[src/sv/triangle_edge_adjacency_defines.svh]
// ----------------------------------------------------------------------------
// Assertion macros for the triangle edge adjacency block
// ----------------------------------------------------------------------------
`ifndef TRIANGLE_EDGE_ADJACENCY_DEFINES_SVH
`define TRIANGLE_EDGE_ADJACENCY_DEFINES_SVH

// Same-cycle implication, checked outside reset
`define TAE_ASSERT_NOW(lbl, clk, rstn, ante, cons) \
    lbl: assert property (@(posedge clk) disable iff (!(rstn)) (ante) |-> (cons)) \
        else $error("triangle_edge_adjacency: same-cycle check failed");

// Next-cycle implication, checked outside reset
`define TAE_ASSERT_NEXT(lbl, clk, rstn, ante, cons) \
    lbl: assert property (@(posedge clk) disable iff (!(rstn)) (ante) |=> (cons)) \
        else $error("triangle_edge_adjacency: next-cycle check failed");

`endif

[src/sv/tae_edge_cmp.sv]
// ----------------------------------------------------------------------------
// tae_edge_cmp
// Shared edge comparator: orders both vertex pairs and tests them for equality.
// ----------------------------------------------------------------------------
module tae_edge_cmp #(
    parameter int W = 16
) (
    input  logic [W-1:0] a_first,
    input  logic [W-1:0] a_second,
    input  logic [W-1:0] b_first,
    input  logic [W-1:0] b_second,
    output logic         match
);

    logic [W-1:0] a_lo, a_hi, b_lo, b_hi;

    always_comb begin
        a_lo  = (a_first < a_second) ? a_first  : a_second;
        a_hi  = (a_first < a_second) ? a_second : a_first;
        b_lo  = (b_first < b_second) ? b_first  : b_second;
        b_hi  = (b_first < b_second) ? b_second : b_first;
        match = (a_lo == b_lo) && (a_hi == b_hi);
    end

endmodule

[config.mk]
export PLATFORM = sky130hd
export DESIGN_NAME = tae_edge_cmp
export DESIGN_NICKNAME = d
export VERILOG_FILES = /design/src/sv/triangle_edge_adjacency_defines.svh /design/src/sv/tae_edge_cmp.sv
export SDC_FILE = /design/constraint.sdc
export NUM_CORES = 1
export LEC_CHECK = 0
export BUFFER_PORTS_ARGS = -buffer_cell sky130_fd_sc_hd__buf_2
export CELL_PAD_IN_SITES_DETAIL_PLACEMENT = 0
export CELL_PAD_IN_SITES_GLOBAL_PLACEMENT = 1
export CORE_ASPECT_RATIO = 1.1
export CORE_MARGIN = 2
export CORE_UTILIZATION = 40
export DETAILED_ROUTE_END_ITERATION = 10
export GPL_ROUTABILITY_DRIVEN = 0
export GPL_TIMING_DRIVEN = 0
export PLACE_DENSITY = 0.92
export SETUP_SLACK_MARGIN = 0.15
export SYNTH_ARGS = -nofsm -noshare
export SYNTH_HDL_FRONTEND = slang
export SYNTH_SLANG_ARGS = --single-unit
[constraint.sdc]
create_clock -name vclk -period 5.85
set_input_delay 0 -clock vclk [all_inputs]
set_output_delay 0 -clock vclk [all_outputs]
set_load 0.02 [all_outputs]
* Yosys cells after proc, flatten, opt, wreduce, memory -nomap -nowiden
Index checks and enable logic that the tools add are counted.
** Operators by class
- Add/subtract/negate cells :: 0
- Div/mod/pow operators :: 0
- Order comparisons :: 2
- Shift-type cells :: 0
- Equal/unequal tests :: 2
- $mul :: 0
- Muxes and demuxes :: 4
- Reduce and logical (&&, ||, !) cells :: 1
- Bitwise gates (word level) :: 0
** Operators by type and width (number)
- 16-bit two-way mux :: 4
- 16-bit equality test :: 2
- 16-bit < comparator :: 2
- 1-bit logical AND :: 1
** Word-level totals
- Flip-flop bits (word level) :: 0
- Output and inout port bits :: 1
- Bits in latches :: 0
- Input port bits :: 64
- Memories kept :: 0
- Memory bits (writable) :: 0
- Logic and storage cells :: 9
- Bits in read-only memories :: 0

* Logic depth before layout (Yosys ltp)
- Depth after elaboration :: 4
- Depth in mapped cells :: 12

* Worst setup path before layout
No wires, ideal clock.
- Path type :: input -> output
- Start point :: input b_second[14]
- End point :: output match
- Data arrival time :: 3.248 ns
- Data required time :: 5.850 ns
- Slack :: 2.602 ns
- Stages :: 10
- Buffers on the path :: 0
- Cell sequence :: inv_1 ha_1 and4_1 a221o_1 a31oi_4 xnor2_1 or4b_1 and3_1 or4_1 nor4_1
** On the way
- Longest elaborated chain between the ends :: 4
- Elaborated cells between the ends (all ways) :: 6
- Those cells by class :: order compare (1); eq/ne (2); mux (2); reduce/logical (1)
** Ends and longest elaborated chain
- start, declared :: RTL line tae_edge_cmp.sv:11 : input logic [W-1:0] b_second,
- 16-bit < comparator :: RTL line tae_edge_cmp.sv:20, tae_edge_cmp.sv:21
- 16-bit two-way mux, on equally long branches :: RTL line tae_edge_cmp.sv:20, tae_edge_cmp.sv:21
- 16-bit equality test :: RTL line tae_edge_cmp.sv:22 : match = (a_lo == b_lo) && (a_hi == b_hi);
- 1-bit logical AND * :: RTL line tae_edge_cmp.sv:22
- end, declared :: RTL line tae_edge_cmp.sv:12 : output logic match
Every way passes the cells marked *; elsewhere a longest branch is shown, timed or not.

* Final worst setup path
- Start point :: input a_second[1]
- End point :: output match
** On the way
- Longest elaborated chain between the ends :: 4
- Elaborated cells between the ends (all ways) :: 6
- Those cells by class :: order compare (1); eq/ne (2); mux (2); reduce/logical (1)
** Ends and longest elaborated chain
- start, declared :: RTL line tae_edge_cmp.sv:9 : input logic [W-1:0] a_second,
- 16-bit < comparator :: RTL line tae_edge_cmp.sv:18, tae_edge_cmp.sv:19
- 16-bit two-way mux, on equally long branches :: RTL line tae_edge_cmp.sv:18, tae_edge_cmp.sv:19
- 16-bit equality test :: RTL line tae_edge_cmp.sv:22
- 1-bit logical AND * :: RTL line tae_edge_cmp.sv:22
Marked as above.

==> impl_metrics.env <==
export IMPL_outcome="finished, final reports clean"
export IMPL_num_antenna_cells=0
export IMPL_clock_fmax_mhz=265.4
export IMPL_grt_max_degree=11
export IMPL_hold_depth=6
export IMPL_slew_headroom_pct=48.51
export IMPL_die_area_um2=5101
export IMPL_worstSetupStartpointType="primary input"
export IMPL_leakage_nw=1.234
export IMPL_finalSetupViolCount=0
export IMPL_rows=25
export IMPL_rsz0062_at_grt="false"
export IMPL_vias_per_cell=5.460
export IMPL_track_usage_pct=18.13
export IMPL_area_growth_pct=21.61
export IMPL_clkbuf_count=0
export IMPL_grt_pass1_vias=1670
export IMPL_drive_gt1_share_pct=22.30
export IMPL_core_um2=4348
export IMPL_final_setup_tns_ps=0
export IMPL_cts_repair_resized=0
export IMPL_drt_initial_drc_count=66
export IMPL_io_buffers=65
export IMPL_ctsHoldBuffers=0
export IMPL_crit_slowest_cell="a2111oi_0"
export IMPL_worst_pin_slew_ps=772.3
export IMPL_cpPeakStageDelay_ps=570
export IMPL_avgSynthCellArea_um2=7.575
export IMPL_die_height_um=74.71
export IMPL_synth_area_um2=1818
export IMPL_final_antenna_net_count=0
export IMPL_grt_antenna_before_repair=0
export IMPL_synth_fp_nets=334
export IMPL_hold_viol_final=0
export IMPL_worstPathMaxFanout=9
export IMPL_slew_viol_final=0
export IMPL_place_detailed_hpwl_um=4019
export IMPL_powerDensity_nw_per_um2=92.95
export IMPL_ff_latch_area_um2=0
export IMPL_yosysWarningCount=0
export IMPL_required_ps=5850
export IMPL_critPathKind="in2out"
export IMPL_drc=0
export IMPL_cap_violations=0
export IMPL_overflow=0
export IMPL_io_pins=65
export IMPL_hp_class="in2out"
export IMPL_post_dp_cell_area_um2=2211
export IMPL_nNetsFinal=401
export IMPL_syn_inst=240
export IMPL_routedWlPerCell_um=12.87
export IMPL_yosysSeqAreaShare_pct=0
export IMPL_cp_end_kind="primary output"
export IMPL_synthTopCellsByArea="mux2i_1, ha_1, xor2_1"
export IMPL_cp_arrival_ps=3770
export IMPL_cp_cell_sequence="buf_2, inv_1, ha_1, a2111oi_0, o311ai_1, a31oi_4, xnor2_1, or4b_1, and3_1, or4_1, nor4_1, buf_2"
export IMPL_grt_pass1_wl_um=7314
export IMPL_yosysTopAreaCellShare_pct=24.23
export IMPL_fin_crit_ps=3769
export IMPL_yosysTopAreaCell="mux2i_1"
export IMPL_yosys_cell_types_count=34
export IMPL_vdd_drop_max_uv=56.25
export IMPL_vias=1960
export IMPL_p_total_w=0.0002055
export IMPL_fin_crit_sh_pct=64.42
export IMPL_design_seq_count=0
export IMPL_finalInstanceArea_um2=2211
export IMPL_start_util_pct=41.81
export IMPL_cpMostUsedCell="buf_2"
export IMPL_post_cts_buffers=0
export IMPL_wirelength_um=4620
export IMPL_dr_pass1_iters=4
export IMPL_fp_dieW_um=68.28
export IMPL_final_util_pct=50.85
[where the power goes]
group          switching, W  total [W]  internal, W
Clock                     0          0            0
Combinational      0.000115   0.000206    0.0000909
Sequential                0          0            0
Total              0.000115   0.000206    0.0000909
[layer usage]
layer  routed length (um)  GRT usage (%)
met3                  207         0.2990
met2                 2183          32.36
met1                 2181          25.09
met5                    0              0
met4                   47          2.000
[synth_stat cells (all sizes together) (3+ instances only)]
library cell	count
a31oi	4
o21ai	8
nor4	16
inv	32
nand3	6
xnor2	3
ha	30
and4	3
and3	3
mux2i	44
nor2	13
or4	3
xor2	21
a21oi	7
nand4	7
nand2	14
[stage by stage]
stage / cells / hold slack [ps] / setup slack, ps
5_1_grt: 359 / 667.2 / 1695
2_1_floorplan: 240 / 282.4 / 2602
6_report: 359 / 600.7 / 2081
4_1_cts: 359 / 601.5 / 2021
3_3_place_gp: 359 / 601.5 / 2009
3_5_place_dp: 359 / 599.6 / 2034
[critical path: cells and delay by family]
kind / cells / cell delay, ps
AO/OA/AOI/OAI: 3 / 1180
AND/OR/NAND/NOR: 4 / 1650
XOR/XNOR: 1 / 290
buffers and inverters: 3 / 370
adder cells (fa/ha/maj): 1 / 250
[cells in the final DEF (no fill, tap or decap), drive strengths merged, types with 4 or more instances in the layout]
| cell | instances |
|---|---|
| nand3 | 6 |
| a21oi | 7 |
| nor2 | 13 |
| o21ai | 8 |
| ha | 30 |
| xor2 | 21 |
| nand2 | 14 |
| nand4 | 7 |
| buf | 67 |
| mux2i | 44 |
| a31oi | 4 |
| nor4 | 16 |
| inv | 32 |
[worst paths after layout]
check                    from    end
setup / recovery  a_second[1]  match
hold / removal    b_second[3]  match
[cells by family (layout without fill, tap and decap cells)]
| kind of cell | after synthesis | after routing | share of synthesized area (%) |
|---|---|---|---|
| adder cells (fa/ha/maj) | 30 | 30 | 20.65 |
| AO/OA/AOI/OAI | 34 | 34 | 14.52 |
| XOR/XNOR | 24 | 24 | 11.56 |
| multiplexers | 44 | 44 | 24.23 |
| buffers and inverters | 36 | 101 | 7.433 |
| AND/OR/NAND/NOR | 72 | 72 | 21.61 |
[layout make-up]
class,instances,area (um2)
fillers,431,2137
multi-input cells,204,1683
repair buffers,65,325.3
inverters,32,120.1
well taps,54,67.56
plain buffers,4,15.01
Power figures use the tool's default switching activity.
